File: src/hdl/u8e_pkg.sv
package u8e_pkg;

	localparam logic [7:0] QMARK = 8'h3F;
	localparam logic [15:0] SHIFT_OFFSET = 16'hE000;
	localparam logic [7:0] LOW_ADJUST = 8'd14;
	localparam logic [7:0] HIGH_ADJUST = 8'd9;
	localparam logic [7:0] ESCAPE_BASE_RESET = 8'd16;
	localparam logic [20:0] CP_MAX = 21'h10FFFF;
	localparam logic [20:0] SURR_LO = 21'h00D800;
	localparam logic [20:0] SURR_HI = 21'h00DFFF;
	localparam logic [15:0] SHIFT_LO = 16'h0100;
	localparam logic [15:0] SHIFT_HI = 16'h0A00;

	typedef enum logic [1:0] {
		ST_OK        = 2'd0,
		ST_MALFORMED = 2'd1,
		ST_TRUNC     = 2'd2
	} status_t;

	typedef struct packed {
		logic [7:0] o0;
		logic [7:0] o1;
		logic [7:0] o2;
		logic [7:0] o3;
		logic [2:0] count;
		logic [2:0] consumed;
		status_t    status;
	} res_t;

	// bytes that may not appear raw in an escape pair
	function automatic logic reserved_byte(input logic [7:0] b);
		logic r;
		r = 1'b0;
		unique case (b)
			8'hA4, 8'hA3, 8'hA7, 8'h24, 8'h5B, 8'h00, 8'h5C, 8'h20,
			8'h0D, 8'h0A, 8'h22, 8'h7B, 8'h7D, 8'h40, 8'h80, 8'h7E,
			8'h2F, 8'h5F, 8'hBD, 8'h3B, 8'h5D, 8'h3D, 8'h23, 8'h3F,
			8'h3A, 8'h3C, 8'h3E, 8'h2A, 8'h7C: r = 1'b1;
			default: r = 1'b0;
		endcase
		return r;
	endfunction

	// Windows-1252 specials; zero means no mapping
	function automatic logic [7:0] cp1252_special(input logic [15:0] cp);
		logic [7:0] r;
		r = 8'h00;
		unique case (cp)
			16'h20AC: r = 8'h80;
			16'h201A: r = 8'h82;
			16'h0192: r = 8'h83;
			16'h201E: r = 8'h84;
			16'h2026: r = 8'h85;
			16'h2020: r = 8'h86;
			16'h2021: r = 8'h87;
			16'h02C6: r = 8'h88;
			16'h2030: r = 8'h89;
			16'h0160: r = 8'h8A;
			16'h2039: r = 8'h8B;
			16'h0152: r = 8'h8C;
			16'h017D: r = 8'h8E;
			16'h2018: r = 8'h91;
			16'h2019: r = 8'h92;
			16'h201C: r = 8'h93;
			16'h201D: r = 8'h94;
			16'h2022: r = 8'h95;
			16'h2013: r = 8'h96;
			16'h2014: r = 8'h97;
			16'h02DC: r = 8'h98;
			16'h2122: r = 8'h99;
			16'h0161: r = 8'h9A;
			16'h203A: r = 8'h9B;
			16'h0153: r = 8'h9C;
			16'h017E: r = 8'h9E;
			16'h0178: r = 8'h9F;
			default:  r = 8'h00;
		endcase
		return r;
	endfunction

endpackage

File: src/hdl/utf8_to_escaped_encoder_unit.sv
// UTF-8 to escaped single-byte encoder, one code point per item.
//
// Input channel: byte0..byte3 hold the window at the current position and
// avail the bytes left there (capped at four). An item is taken when
// in_valid is high and in_stall is low. Output channel: out0..out3,
// out_count, consumed and status, taken when out_valid is high and
// out_stall is low. The host advances its position by consumed.
//
// The path is an input register, the decode/encode logic, then the result register.
// Throughput is one item per cycle unless out_stall holds the flow; the rate is
// set by the single pass through the codec between those two registers.
// When the receiver stalls, the result register holds and the input
// register fills; in_stall rises only when both are occupied.
//
// Reset empties both stages and sets escape_base to 16. The user must write
// escape_base through cfg_wr_en/cfg_wr_data only while the block is idle; unguarded.
module utf8_to_escaped_encoder_unit
	import u8e_pkg::*;
(
	input  logic       clk,
	input  logic       arst_n,
	input  logic       cfg_wr_en,
	input  logic [7:0] cfg_wr_data,
	input  logic       in_valid,
	output logic       in_stall,
	input  logic [7:0] byte0,
	input  logic [7:0] byte1,
	input  logic [7:0] byte2,
	input  logic [7:0] byte3,
	input  logic [2:0] avail,
	output logic       out_valid,
	input  logic       out_stall,
	output logic [7:0] out0,
	output logic [7:0] out1,
	output logic [7:0] out2,
	output logic [7:0] out3,
	output logic [2:0] out_count,
	output logic [2:0] consumed,
	output logic [1:0] status
);

	logic [7:0] escape_base_q;
	logic       vld_s1;
	logic       vld_s2;
	logic [7:0] b0_s1;
	logic [7:0] b1_s1;
	logic [7:0] b2_s1;
	logic [7:0] b3_s1;
	logic [2:0] avail_s1;
	res_t       res;
	res_t       res_s2;
	logic       adv_s1;
	logic       adv_s2;

	assign adv_s2   = !vld_s2 || !out_stall;
	assign adv_s1   = !vld_s1 || adv_s2;
	assign in_stall = !adv_s1;

	always_ff @(posedge clk or negedge arst_n) begin
		if (!arst_n) begin
			escape_base_q <= ESCAPE_BASE_RESET;
		end else if (cfg_wr_en) begin
			escape_base_q <= cfg_wr_data;
		end
	end

	always_ff @(posedge clk or negedge arst_n) begin
		if (!arst_n) begin
			vld_s1 <= 1'b0;
			vld_s2 <= 1'b0;
		end else begin
			if (adv_s1) begin
				vld_s1 <= in_valid;
			end
			if (adv_s2) begin
				vld_s2 <= vld_s1;
			end
		end
	end

	always_ff @(posedge clk) begin
		if (adv_s1 && in_valid) begin
			b0_s1    <= byte0;
			b1_s1    <= byte1;
			b2_s1    <= byte2;
			b3_s1    <= byte3;
			avail_s1 <= avail;
		end
		if (adv_s2 && vld_s1) begin
			res_s2 <= res;
		end
	end

	u8e_codec u_codec (
		.b0          (b0_s1),
		.b1          (b1_s1),
		.b2          (b2_s1),
		.b3          (b3_s1),
		.avail       (avail_s1),
		.escape_base (escape_base_q),
		.res         (res)
	);

	assign out_valid = vld_s2;
	assign out0      = res_s2.o0;
	assign out1      = res_s2.o1;
	assign out2      = res_s2.o2;
	assign out3      = res_s2.o3;
	assign out_count = res_s2.count;
	assign consumed  = res_s2.consumed;
	assign status    = res_s2.status;

endmodule

File: src/hdl/u8e_codec.sv
module u8e_codec
	import u8e_pkg::*;
(
	input  logic [7:0] b0,
	input  logic [7:0] b1,
	input  logic [7:0] b2,
	input  logic [7:0] b3,
	input  logic [2:0] avail,
	input  logic [7:0] escape_base,
	output res_t       res
);

	logic [2:0]  avail_n;
	logic [2:0]  expected;
	logic        bad;
	logic [20:0] v;
	logic [20:0] cp;
	logic [2:0]  cons;
	status_t     st;
	logic [7:0]  spec;
	logic [15:0] c;
	logic [7:0]  lo;
	logic [7:0]  hi;
	logic        lo_res;
	logic        hi_res;
	logic        c1_range;

	always_comb begin
		priority if (avail == 3'd0) begin
			avail_n = 3'd1;
		end else if (avail > 3'd4) begin
			avail_n = 3'd4;
		end else begin
			avail_n = avail;
		end
	end

	always_comb begin
		priority if (b0 >= 8'hC2 && b0 <= 8'hDF) begin
			expected = 3'd2;
		end else if (b0 >= 8'hE0 && b0 <= 8'hEF) begin
			expected = 3'd3;
		end else if (b0 >= 8'hF0 && b0 <= 8'hF4) begin
			expected = 3'd4;
		end else begin
			expected = 3'd0;
		end
	end

	always_comb begin
		bad = 1'b0;
		v = '0;
		unique case (expected)
			3'd2: begin
				bad = (b1[7:6] != 2'b10);
				v = {10'd0, b0[4:0], b1[5:0]};
			end
			3'd3: begin
				bad = (b1[7:6] != 2'b10) || (b2[7:6] != 2'b10);
				v = {5'd0, b0[3:0], b1[5:0], b2[5:0]};
			end
			3'd4: begin
				bad = (b1[7:6] != 2'b10) || (b2[7:6] != 2'b10) || (b3[7:6] != 2'b10);
				v = {b0[2:0], b1[5:0], b2[5:0], b3[5:0]};
			end
			default: begin
				bad = 1'b0;
				v = '0;
			end
		endcase
		if (!bad) begin
			// overlong, surrogate and out-of-range forms
			if ((expected == 3'd3 && v < 21'h000800) ||
			    (expected == 3'd4 && v < 21'h010000) ||
			    (v >= SURR_LO && v <= SURR_HI) || v > CP_MAX) begin
				bad = 1'b1;
			end
		end
	end

	always_comb begin
		cp = {13'd0, QMARK};
		cons = 3'd1;
		st = ST_OK;
		priority if (!b0[7]) begin
			cp = {13'd0, b0};
		end else if (expected == 3'd0) begin
			st = ST_MALFORMED;
		end else if (avail_n < expected) begin
			st = ST_TRUNC;
		end else if (bad) begin
			st = ST_MALFORMED;
		end else begin
			cp = v;
			cons = expected;
		end
	end

	assign spec     = cp1252_special(cp[15:0]);
	assign c1_range = (cp >= 21'h80 && cp <= 21'h9F);
	assign c        = (cp[15:0] > SHIFT_LO && cp[15:0] < SHIFT_HI) ?
	                  cp[15:0] + SHIFT_OFFSET : cp[15:0];
	assign lo_res   = reserved_byte(c[7:0]);
	assign hi_res   = reserved_byte(c[15:8]);

	always_comb begin
		lo = lo_res ? c[7:0] + LOW_ADJUST : c[7:0];
		hi = hi_res ? c[15:8] - HIGH_ADJUST : c[15:8];
	end

	always_comb begin
		res.o0 = 8'h00;
		res.o1 = 8'h00;
		res.o2 = 8'h00;
		res.o3 = 8'h00;
		res.count = 3'd1;
		res.consumed = cons;
		res.status = st;
		priority if (cons == 3'd4) begin
			res.o0 = QMARK;
			res.o1 = QMARK;
			res.o2 = QMARK;
			res.o3 = QMARK;
			res.count = 3'd4;
		end else if (cp <= 21'hFF && !c1_range) begin
			res.o0 = cp[7:0];
		end else if (spec != 8'h00) begin
			res.o0 = spec;
		end else if (c[15:8] == 8'h00) begin
			// C1 control emitted raw
			res.o0 = c[7:0];
		end else begin
			res.o0 = escape_base + {6'd0, hi_res, lo_res};
			res.o1 = lo;
			res.o2 = hi;
			res.count = 3'd3;
		end
	end

endmodule

File: config.mk
export PLATFORM = sky130hd
export DESIGN_NAME = utf8_to_escaped_encoder_unit
export DESIGN_NICKNAME = d
export VERILOG_FILES = /design/src/hdl/u8e_pkg.sv /design/src/hdl/utf8_to_escaped_encoder_unit.sv /design/src/hdl/u8e_codec.sv
export SDC_FILE = /design/constraint.sdc
export NUM_CORES = 1
export LEC_CHECK = 0
export BUFFER_PORTS_ARGS = -buffer_cell sky130_fd_sc_hd__buf_4
export CAP_MARGIN = 10
export CORE_UTILIZATION = 45
export CTS_CLUSTER_DIAMETER = 30
export CTS_CLUSTER_SIZE = 30
export DETAILED_ROUTE_END_ITERATION = 10
export PLACE_DENSITY = 0.74
export SLEW_MARGIN = 20
export SYNTH_ARGS = -nofsm -noshare
export SYNTH_HDL_FRONTEND = slang
export SYNTH_SLANG_ARGS = --single-unit
File: constraint.sdc
create_clock -name clk -period 6.7 [get_ports clk]
set_clock_uncertainty 0.15 [all_clocks]
set_input_delay 0.67 -clock clk [delete_from_list [all_inputs] [get_ports clk]]
set_output_delay 0.67 -clock clk [all_outputs]
set_load 0.02 [all_outputs]
==> results of run 1 <==
==> cells by family after synthesis <==
logic type | Yosys count | synth area share (%)
AOI/OAI and AO/OA | 235 | 29.17
xor gates and xnor gates | 14 | 2.061
adders and majority gates | 13 | 2.860
and+or+nand+nor | 215 | 20.19
DFF | 78 | 38.55
other | 1 | 0.06303
muxes | 12 | 2.229
buffers and inverters | 66 | 4.879
==> worst max-delay path: stages (launching register included) <==
cell	delay [ns]
edfxtp_1	0.62
nand4_1	0.26
nor3_2	0.26
inv_2	0.16
ha_1	0.37
a21o_1	0.17
a31oi_2	0.09
a211o_4	0.36
or3_1	0.46
ha_1	0.29
nand4_1	0.16
nor4_1	0.09
o211a_1	0.32
nor3_1	0.42
a2111oi_4	0.14
nor3_1	0.37
inv_1	0.14
ha_1	0.30
a21oi_1	0.05
nor2b_1	0.22
xnor2_1	0.15
a21boi_0	0.11
o32a_1	0.30
==> final cells by class <==
class | count | share of cell area, %
flip-flops and latches | 78 | 32.03
repair buffers | 115 | 12.37
clock buffers | 9 | 3.146
clock inverters | 6 | 0.5418
well taps | 172 | 3.006
multi-input cells | 491 | 47.85
inverters | 20 | 1.049
==> layer usage <==
| metal | vias up | track usage [%] | share of wire, % |
|---|---|---|---|
| li1 | 2665 | - | - |
| met1 | 2863 | 41.10 | 42 |
| met2 | 381 | 48.48 | 46 |
| met3 | 63 | 5.510 | 8.9 |
| met4 | 0 | 10.72 | 3.0 |
| met5 | - | 0 | 0 |
==> layout by cell type (no fill, tap or decap), drive strengths merged, types with 7 or more instances in the layout <==
| master | count |
|---|---|
| nand4 | 13 |
| a2111oi | 9 |
| ha | 12 |
| o211ai | 14 |
| or3 | 11 |
| a31o | 9 |
| nor3 | 22 |
| dfrtp | 9 |
| or2 | 7 |
| nor2b | 8 |
| a21o | 14 |
| mux2 | 10 |
| edfxtp | 68 |
| nand3 | 22 |
| nor2 | 43 |
| and2 | 10 |
| inv | 21 |
| o31ai | 7 |
| nor4 | 8 |
| a22oi | 7 |
| o21a | 10 |
| buf | 114 |
| clkbuf | 9 |
| xnor2 | 9 |
| o21ai | 29 |
| a21oi | 41 |
| nand2 | 34 |
| nand2b | 8 |
| a31oi | 17 |
==> where the power goes <==
part,internal [uW],switching (uW)
clock network,248,200
registers,569,29.5
logic,127,193
total,944,422
==> what timing repair did <==
action / 4_1_cts / 5_1_grt
buffers inserted: 0 / 2
resized for setup: 0 / 8
endpoints found under the setup margin: 0 / 4
hold endpoints to repair: 9 / 0
hold buffers: 1 / 0
==> sequential cells by signal, indices dropped and copies added (netlist names), 2 cells and up <==
register	cells
status	2
avail_s1	3
b0_s1	8
b3_s1	8
out0	8
out_count	3
out1	8
escape_base_q	8
b2_s1	8
out2	8
b1_s1	8
consumed	3
==> metrics by stage <==
step / instance area, sq um / utilization [%] / worst slack, ns
4_1_cts: 7077 / 55.40 / 0.4429
3_3_place_gp: 6803 / 53.26 / 0.7181
3_5_place_dp: 6803 / 53.26 / 0.4821
2_1_floorplan: 5953 / - / 0.1185
6_report: 7159 / 56.05 / 0.4714
5_1_grt: 7159 / 56.05 / 0.01350
==> worst min path at each step <==
stage | startpoint | end | slack, ns | cells after the start
after floorplan | arst_n | escape_base_q[0]$_DFFE_PN0P_ | 0.22 | 0
after global placement | vld_s1$_DFFE_PN0N_ | out_valid$_DFFE_PN0P_ | 0.31 | 1
after detailed placement | vld_s1$_DFFE_PN0N_ | out_valid$_DFFE_PN0P_ | 0.34 | 1
after CTS | byte3[2] | b3_s1[2]$_DFFE_PP_ | 0.34 | 1
after global routing | byte3[2] | b3_s1[2]$_DFFE_PP_ | 0.34 | 1
final | byte3[2] | b3_s1[2]$_DFFE_PP_ | 0.34 | 1
==> flow_metrics.env, run 1 <==
export IMPL_regArea_sq_um=2293
export IMPL_cts_buffers=9
export IMPL_vias=5972
export IMPL_ys_ff_latch=78
export IMPL_cap_viol_max_count=0
export IMPL_rsz0062_at_grt="false"
export IMPL_drc=0
export IMPL_slew_viol_final=0
export IMPL_final_cells=891
export IMPL_crit_required_ns=6.65
export IMPL_syn_to_final_growth_pct=20.34
export IMPL_layout_drive_gt1_share_pct=25.17
export IMPL_htree_levels=3
export IMPL_track_usage_pct=30.27
export IMPL_core_sq_um=12770
export IMPL_slew_headroom_pct=33.09
export IMPL_hp_class="in -> reg"
export IMPL_routed_wl_mm=19.87
export IMPL_grt_first_pass_wirelength_mm=30.63
export IMPL_fillerInstances=1118
export IMPL_dp_hpwl_mm=14.97
export IMPL_ff2ff_path_depth=22
export IMPL_worst_slew_pin_slew_ns=0.9989
export IMPL_io_pins=90
export IMPL_critical_path_class="reg -> reg"
export IMPL_cts_sinks=78
export IMPL_grt_pass1_vias=5504
export IMPL_vdd_ir_drop_max_v=0.0001459
export IMPL_outcome="completed"
export IMPL_clk_pin_slew_ns=0.06
export IMPL_cts_tree="built"
export IMPL_dieArea_sq_um=13680
export IMPL_cellLeakagePower_uw=0.002687
export IMPL_start_util_pct=46.58
export IMPL_ant_nets=0
export IMPL_fin_crit_ns=6.229
export IMPL_grt_overflow_total=0
export IMPL_synth_top_cell_area_share_pct=34.32
export IMPL_worstReg2RegEnd="out0[3]$_SDFFCE_PP1P_"
export IMPL_crit_fanout=14
export IMPL_io_buffers=87
export IMPL_die_w_um=117.0
export IMPL_powerDensity_nw_per_um2=190.8
export IMPL_endpoint="out0[3]$_SDFFCE_PP1P_"
export IMPL_clockBufferDepth=2
export IMPL_synth_cell_types=91
export IMPL_rrSetupSlack_ns=0.47
export IMPL_syn_inst=634
export IMPL_end_kind="flip-flop"
export IMPL_ys_seq_area_share_pct=38.55
export IMPL_synth_edf_count=68
export IMPL_place_congestion=1.032
export IMPL_fmax_mhz=160.5
export IMPL_clockRootBuffer="clkbuf_16"
export IMPL_synthFlopType="edfxtp_1"
export IMPL_nets=776
export IMPL_synth_area_top_cells="edfxtp_1, dfrtp_1, a21oi_1"
export IMPL_tns_ns=0
export IMPL_synth_top_cells_by_count="edfxtp_1, nor2_1, a21oi_1"
export IMPL_crit_start="b0_s1[4]$_DFFE_PP_"
export IMPL_synth_top_cell_by_area="edfxtp_1"
export IMPL_n_antenna_cell=0
export IMPL_drt_first_iter_violations=871
export IMPL_routed_via_density=6.703
export IMPL_netlist_area_sq_um=5949
export IMPL_holdWs_ns=0.3423
export IMPL_die_h_um=117.0
export IMPL_synth_area_per_cell_sq_um=9.384
export IMPL_drtPass1Iterations=6
export IMPL_hold_viol=0
export IMPL_clk_latency_ns=0.35
export IMPL_place_inst=872
export IMPL_synth_async_sr_flop_share_pct=12.82
export IMPL_critPathLaunchType="flip-flop"
export IMPL_multi_input_area_sq_um=3426
export IMPL_grt_max_degree=36
export IMPL_critPathArrivalTime_ns=6.18
export IMPL_ys_warn_count=0
export IMPL_r2r_start="b0_s1[4]$_DFFE_PP_"
export IMPL_yosysMostFrequentCell="edfxtp_1"
export IMPL_finalPower_uw=1366
export IMPL_wire_per_inst_um=22.30
export IMPL_setup_viol=0
export IMPL_fp_row_count=41
export IMPL_antenna_found_initial=0
export IMPL_final_period_utilization_pct=92.96
Power figures use the tool's default switching activity.
==> run 2, diff against run 1 <==
--- a/config.mk
+++ b/config.mk
@@ -11,7 +11,7 @@
 export CTS_CLUSTER_DIAMETER = 30
 export CTS_CLUSTER_SIZE = 30
 export DETAILED_ROUTE_END_ITERATION = 10
-export PLACE_DENSITY = 0.74
+export PLACE_DENSITY = 0.71
 export SLEW_MARGIN = 20
 export SYNTH_ARGS = -nofsm -noshare
 export SYNTH_HDL_FRONTEND = slang
==> constraint.sdc (replaced) <==
create_clock -name clk -period 6.3 [get_ports clk]
set_clock_uncertainty 0.15 [all_clocks]
set_input_delay 0.63 -clock clk [delete_from_list [all_inputs] [get_ports clk]]
set_output_delay 0.63 -clock clk [all_outputs]
set_load 0.02 [all_outputs]
==> run 2 against run 1 <==
Compared with the run above: first-iteration DRC count down 10%; via count down 0.60%; sequential power up 5.7%; hold slack worse by 0.044 ns; critical endpoint unchanged; largest cell class unchanged; highest routed layer unchanged.
==> flow_metrics.env, run 2 (synthesis results as in run 1) <==
export IMPL_final_period_utilization_pct=94.84
export IMPL_io_buffers=87
export IMPL_crit_start="b0_s1[2]$_DFFE_PP_"
export IMPL_finalPower_uw=1537
export IMPL_vias=5936
export IMPL_place_inst=887
export IMPL_most_common_layout_cells="buf_4, edfxtp_1, nor2_1, a21oi_1, nand2_1"
export IMPL_routed_wl_mm=20.26
export IMPL_cp_cell_sequence="or4_1 > and2_1 > nor2_1 > ha_1 > a21o_1 > a31oi_2 > a211o_4 > or3_1 > ha_1 > buf_4 > and3_1 > o211a_1 > nor3_1 > a2111oi_4 > nor3_4 > inv_1 > ha_1 > a21oi_1 > nor2b_1 > xnor2_1 > a21boi_0 > o32a_1"
export IMPL_fillerInstances=1114
export IMPL_critPathArrivalTime_ns=5.92
export IMPL_syn_to_final_growth_pct=22.73
export IMPL_clockRootBuffer="clkbuf_16"
export IMPL_dp_hpwl_mm=15.43
export IMPL_track_usage_pct=30.79
export IMPL_cp_num_cells=22
export IMPL_worst_slew_pin_slew_ns=1.060
export IMPL_die_h_um=117.0
export IMPL_post_dp_cell_area_sq_um=6933
export IMPL_holdWs_ns=0.2983
export IMPL_crit_required_ns=6.25
export IMPL_mostFrequentLayoutCell="buf_4"
export IMPL_rrSetupSlack_ns=0.33
export IMPL_grt_pass1_vias=5564
export IMPL_setup_viol=0
export IMPL_clk_latency_ns=0.35
export IMPL_ant_nets=0
export IMPL_tns_ns=0
export IMPL_wire_per_inst_um=22.38
export IMPL_dieArea_sq_um=13680
export IMPL_clockBufferDepth=2
export IMPL_path_common_cell="ha_1"
export IMPL_nets=789
export IMPL_die_w_um=117.0
export IMPL_core_sq_um=12770
export IMPL_cts_sinks=78
export IMPL_cts_buffers=9
export IMPL_vdd_ir_drop_max_v=0.0001765
export IMPL_place_congestion=0.9636
export IMPL_final_cells=905
export IMPL_grt_overflow_total=0
export IMPL_endpoint="out0[3]$_SDFFCE_PP1P_"
export IMPL_grt_max_degree=36
export IMPL_hp_class="in -> reg"
export IMPL_cellLeakagePower_uw=0.002769
export IMPL_critPathMaxStageDelay_ns=0.54
export IMPL_outcome="completed"
export IMPL_drc=0
export IMPL_fp_row_count=41
export IMPL_fin_crit_ns=5.975
export IMPL_antenna_found_initial=0
export IMPL_htree_levels=3
export IMPL_cp_top_family="simple AND/OR/NAND/NOR gates"
export IMPL_slowest_stage="or4_1"
export IMPL_start_util_pct=46.58
export IMPL_rsz0062_at_grt="false"
export IMPL_clk_pin_slew_ns=0.07
export IMPL_grt_first_pass_wirelength_mm=31.19
export IMPL_powerDensity_nw_per_um2=210.5
export IMPL_routed_via_density=6.559
export IMPL_r2r_start="b0_s1[2]$_DFFE_PP_"
export IMPL_fin_area_sq_um=7302
export IMPL_crit_fanout=6
export IMPL_worstReg2RegEnd="out0[3]$_SDFFCE_PP1P_"
export IMPL_drtPass1Iterations=8
export IMPL_hold_viol=0
export IMPL_slew_viol_final=0
export IMPL_n_antenna_cell=0
export IMPL_fmax_mhz=167.4
export IMPL_cp_num_buf_inv=2
export IMPL_cts_tree="built"
export IMPL_layout_drive_gt1_share_pct=26.19
export IMPL_cap_viol_max_count=0
export IMPL_drt_first_iter_violations=784
export IMPL_critPathLaunchType="flip-flop"
export IMPL_io_pins=90
export IMPL_ff2ff_path_depth=22
export IMPL_end_kind="flip-flop"
export IMPL_slew_headroom_pct=27.49
export IMPL_critical_path_class="reg -> reg"
==> run 2: changes by cell type in the layout (fill, tap and decap cells not counted), sizes merged <==
cell	previous run	this run
bufinv	0	1
clkinvlp	2	0
buf	114	127
inv	21	24
clkinv	3	2
==> run 2: timing repair <==
item	in CTS	in global routing
hold buffers	1	0
hold endpoints to repair	9	0
setup buffers	0	0
setup endpoints to repair	0	1
resized for setup	0	2
==> run 2: how the worst min path moves through the flow <==
stage / start / depth (start not counted) / end / slack, ns
2_1_floorplan: arst_n / 0 / escape_base_q[0]$_DFFE_PN0P_ / 0.18
3_3_place_gp: arst_n / 1 / escape_base_q[6]$_DFFE_PN0P_ / 0.31
3_5_place_dp: arst_n / 1 / escape_base_q[5]$_DFFE_PN0P_ / 0.32
4_1_cts: avail[0] / 1 / avail_s1[0]$_DFFE_PP_ / 0.29
5_1_grt: avail[1] / 1 / avail_s1[1]$_DFFE_PP_ / 0.29
6_report: avail[1] / 1 / avail_s1[1]$_DFFE_PP_ / 0.30
==> run 2: per-stage QoR <==
step	util, %	setup WS, ns
floorplan	-	0.05682
global placement	54.28	0.6346
detailed placement	54.28	0.3615
CTS	56.80	0.3489
global route	57.17	0.01097
finish	57.17	0.3252
==> run 2: report_power, final <==
group	total [uW]	internal [uW]	switching, uW
sequential	632	604	28.0
clock	552	317	236
combinational	352	140	212
==> run 2: cell type report <==
| type | count | area (sq um) | share of cell area (%) |
|---|---|---|---|
| multi-input combinational | 491 | 3422 | 46.86 |
| clock inverter | 7 | 87.58 | 1.199 |
| inverter | 20 | 75.07 | 1.028 |
| sequential | 78 | 2293 | 31.41 |
| tap | 172 | 215.2 | 2.947 |
| timing repair buffer | 128 | 983.4 | 13.47 |
| clock buffer | 9 | 225.2 | 3.084 |
==> run 2: metal layers <==
metal | global-route usage (%) | vias to the layer above | routed length (um)
li1 | - | 2701 | -
met3 | 6.334 | 47 | 1743
met2 | 49.07 | 360 | 9284
met4 | 10.89 | 0 | 485
met1 | 41.57 | 2828 | 8743
met5 | 0 | - | 0
==> run 3, diff against run 2 <==
--- a/config.mk
+++ b/config.mk
@@ -11,7 +11,7 @@
 export CTS_CLUSTER_DIAMETER = 30
 export CTS_CLUSTER_SIZE = 30
 export DETAILED_ROUTE_END_ITERATION = 10
-export PLACE_DENSITY = 0.71
+export PLACE_DENSITY = 0.75
 export SLEW_MARGIN = 20
 export SYNTH_ARGS = -nofsm -noshare
 export SYNTH_HDL_FRONTEND = slang
==> run 3 against run 2 <==
Compared with the run above: power shrank 2.0%; setup slack better by 0.017 ns; utilization is 0.12 points higher; combinational power increased by 2%.
==> flow_metrics.env, run 3 (synthesis results as in run 1) <==
export IMPL_outcome="completed"
export IMPL_grt_pass1_vias=5586
export IMPL_critPathMaxStageDelay_ns=0.59
export IMPL_drt_first_iter_violations=668
export IMPL_post_dp_cell_area_sq_um=6990
export IMPL_grt_first_pass_wirelength_mm=31.12
export IMPL_critPathArrivalTime_ns=5.90
export IMPL_drc=0
export IMPL_cts_tree="built"
export IMPL_clockBufferDepth=2
export IMPL_drtPass1Iterations=5
export IMPL_fp_row_count=41
export IMPL_slew_headroom_pct=43.90
export IMPL_tns_ns=0
export IMPL_highest_layer="met4"
export IMPL_antenna_found_initial=0
export IMPL_routed_via_density=6.497
export IMPL_clk_pin_slew_ns=0.06
export IMPL_mostFrequentLayoutCell="buf_4"
export IMPL_fmax_mhz=167.9
export IMPL_syn_to_final_growth_pct=22.99
export IMPL_layout_drive_gt1_share_pct=26.56
export IMPL_critical_path_class="reg -> reg"
export IMPL_crit_fanout=6
export IMPL_wl_met1_mm=8.189
export IMPL_cts_sinks=78
export IMPL_regArea_sq_um=2293
export IMPL_powerDensity_nw_per_um2=205.8
export IMPL_path_common_cell="ha_1"
export IMPL_htree_levels=3
export IMPL_post_cts_buffers=0
export IMPL_routed_wl_mm=19.81
export IMPL_io_buffers=87
export IMPL_cts_buffers=9
export IMPL_hp_class="in -> reg"
export IMPL_wl_met3_mm=1.810
export IMPL_fillerInstances=1112
export IMPL_ant_nets=0
export IMPL_slew_viol_final=0
export IMPL_n_antenna_cell=0
export IMPL_dp_hpwl_mm=15.22
export IMPL_critPathLaunchType="flip-flop"
export IMPL_io_pins=90
export IMPL_cap_viol_max_count=0
export IMPL_nets=795
export IMPL_setup_viol=0
export IMPL_worst_slew_pin_slew_ns=0.8202
export IMPL_crit_required_ns=6.24
export IMPL_start_util_pct=46.58
export IMPL_vias=5912
export IMPL_ctsHoldBuffers=1
export IMPL_cellLeakagePower_uw=0.002787
export IMPL_multi_input_area_sq_um=3403
export IMPL_track_usage_pct=30.84
export IMPL_fin_area_sq_um=7317
export IMPL_holdWs_ns=0.3079
export IMPL_most_common_layout_cells="buf_4, edfxtp_1, nor2_1, a21oi_1, nand2_1"
export IMPL_finalPower_uw=1506
export IMPL_fin_crit_ns=5.957
export IMPL_grt_overflow_total=0
export IMPL_slowest_stage="or4_1"
export IMPL_hold_viol=0
export IMPL_cts_resized=0
export IMPL_rsz0062_at_grt="false"
export IMPL_grt_max_degree=36
export IMPL_place_congestion=1.016
export IMPL_routed_wl_met2_mm=9.270
export IMPL_vdd_ir_drop_max_v=0.0001445
export IMPL_end_kind="flip-flop"
export IMPL_clockRootBuffer="clkbuf_16"
export IMPL_die_w_um=117.0
export IMPL_wire_per_inst_um=21.77
export IMPL_cp_cell_sequence="or4_1 > and2_1 > nor2_1 > ha_1 > a21o_1 > a31oi_2 > a211o_4 > or3_1 > ha_1 > buf_4 > and3_1 > o211a_1 > o31ai_1 > a2111oi_2 > nor3_2 > inv_1 > ha_1 > a21oi_1 > nor2b_1 > xnor2_1 > a21boi_0 > o32a_1"
export IMPL_core_sq_um=12770
export IMPL_die_h_um=117.0
export IMPL_clk_latency_ns=0.34
export IMPL_final_period_utilization_pct=94.56
export IMPL_dieArea_sq_um=13680
-- run 3: cell count changes in the layout (fill, tap and decap cells not counted) --
cell	before	now
buf_4	126	131
clkinvlp_4	0	1
buf_12	0	1
nor3_4	3	2
inv_6	2	1
nor3_2	1	2
clkbuf_1	0	1
clkinv_4	2	1
clkinv_2	0	1
a2111oi_4	1	0
inv_8	2	0
a2111oi_2	1	2
-- run 3: through the flow --
step                      cells  util, %  setup slack [ns]
after floorplan             635        -           0.05682
after global placement      893    54.73            0.6152
after detailed placement    893    54.73            0.3989
after CTS                   909    57.07            0.3649
after global routing        910    57.28           0.03522
final                       910    57.28            0.3425
-- run 3: routing by layer --
layer  vias to the layer above  track usage, %
met5                         -               0
met4                         0           12.49
met3                        46           5.716
met2                       368           49.51
met1                      2788           41.14
li1                       2710               -
-- run 3: worst paths after layout --
path | start | to | slack (ns) | cells after the start
min in group asynchronous | arst_n | escape_base_q[7]$_DFFE_PN0P_ | 0.50 | 2
worst min-delay path | byte0[1] | b0_s1[1]$_DFFE_PP_ | 0.31 | 1
max in group asynchronous | arst_n | escape_base_q[4]$_DFFE_PN1P_ | 5.29 | 2
worst max register to register | b0_s1[2]$_DFFE_PP_ | out0[3]$_SDFFCE_PP1P_ | 0.34 | 22
worst min register to register | vld_s1$_DFFE_PN0N_ | out_valid$_DFFE_PN0P_ | 0.34 | 1
worst max-delay path | b0_s1[2]$_DFFE_PP_ | out0[3]$_SDFFCE_PP1P_ | 0.34 | 22
-- run 3: report_power, final --
| part | total [uW] | internal (uW) | switching, uW |
|---|---|---|---|
| clock network | 514 | 306 | 208 |
| logic | 358 | 145 | 212 |
| registers | 634 | 605 | 29.0 |
| total | 1510 | 1060 | 450 |
-- run 3: final cells by class --
class                   count  share of cell area, %
multi-input cells         491                  46.51
clock inverters             5                 0.8208
repair buffers            134                  14.23
well taps                 172                  2.941
clock buffers              10                  3.129
inverters                  20                  1.026
flip-flops and latches     78                  31.34
-- run 3: critical path: cells and delay by family, from the launching register on --
family	cells	cell delay [ns]
AO/OA/AOI/OAI	9	1.64
XOR/XNOR	1	0.15
adder cells (fa/ha/maj)	3	0.75
buffers and inverters	2	0.34
flip-flops	1	0.37
AND/OR/NAND/NOR	7	2.31
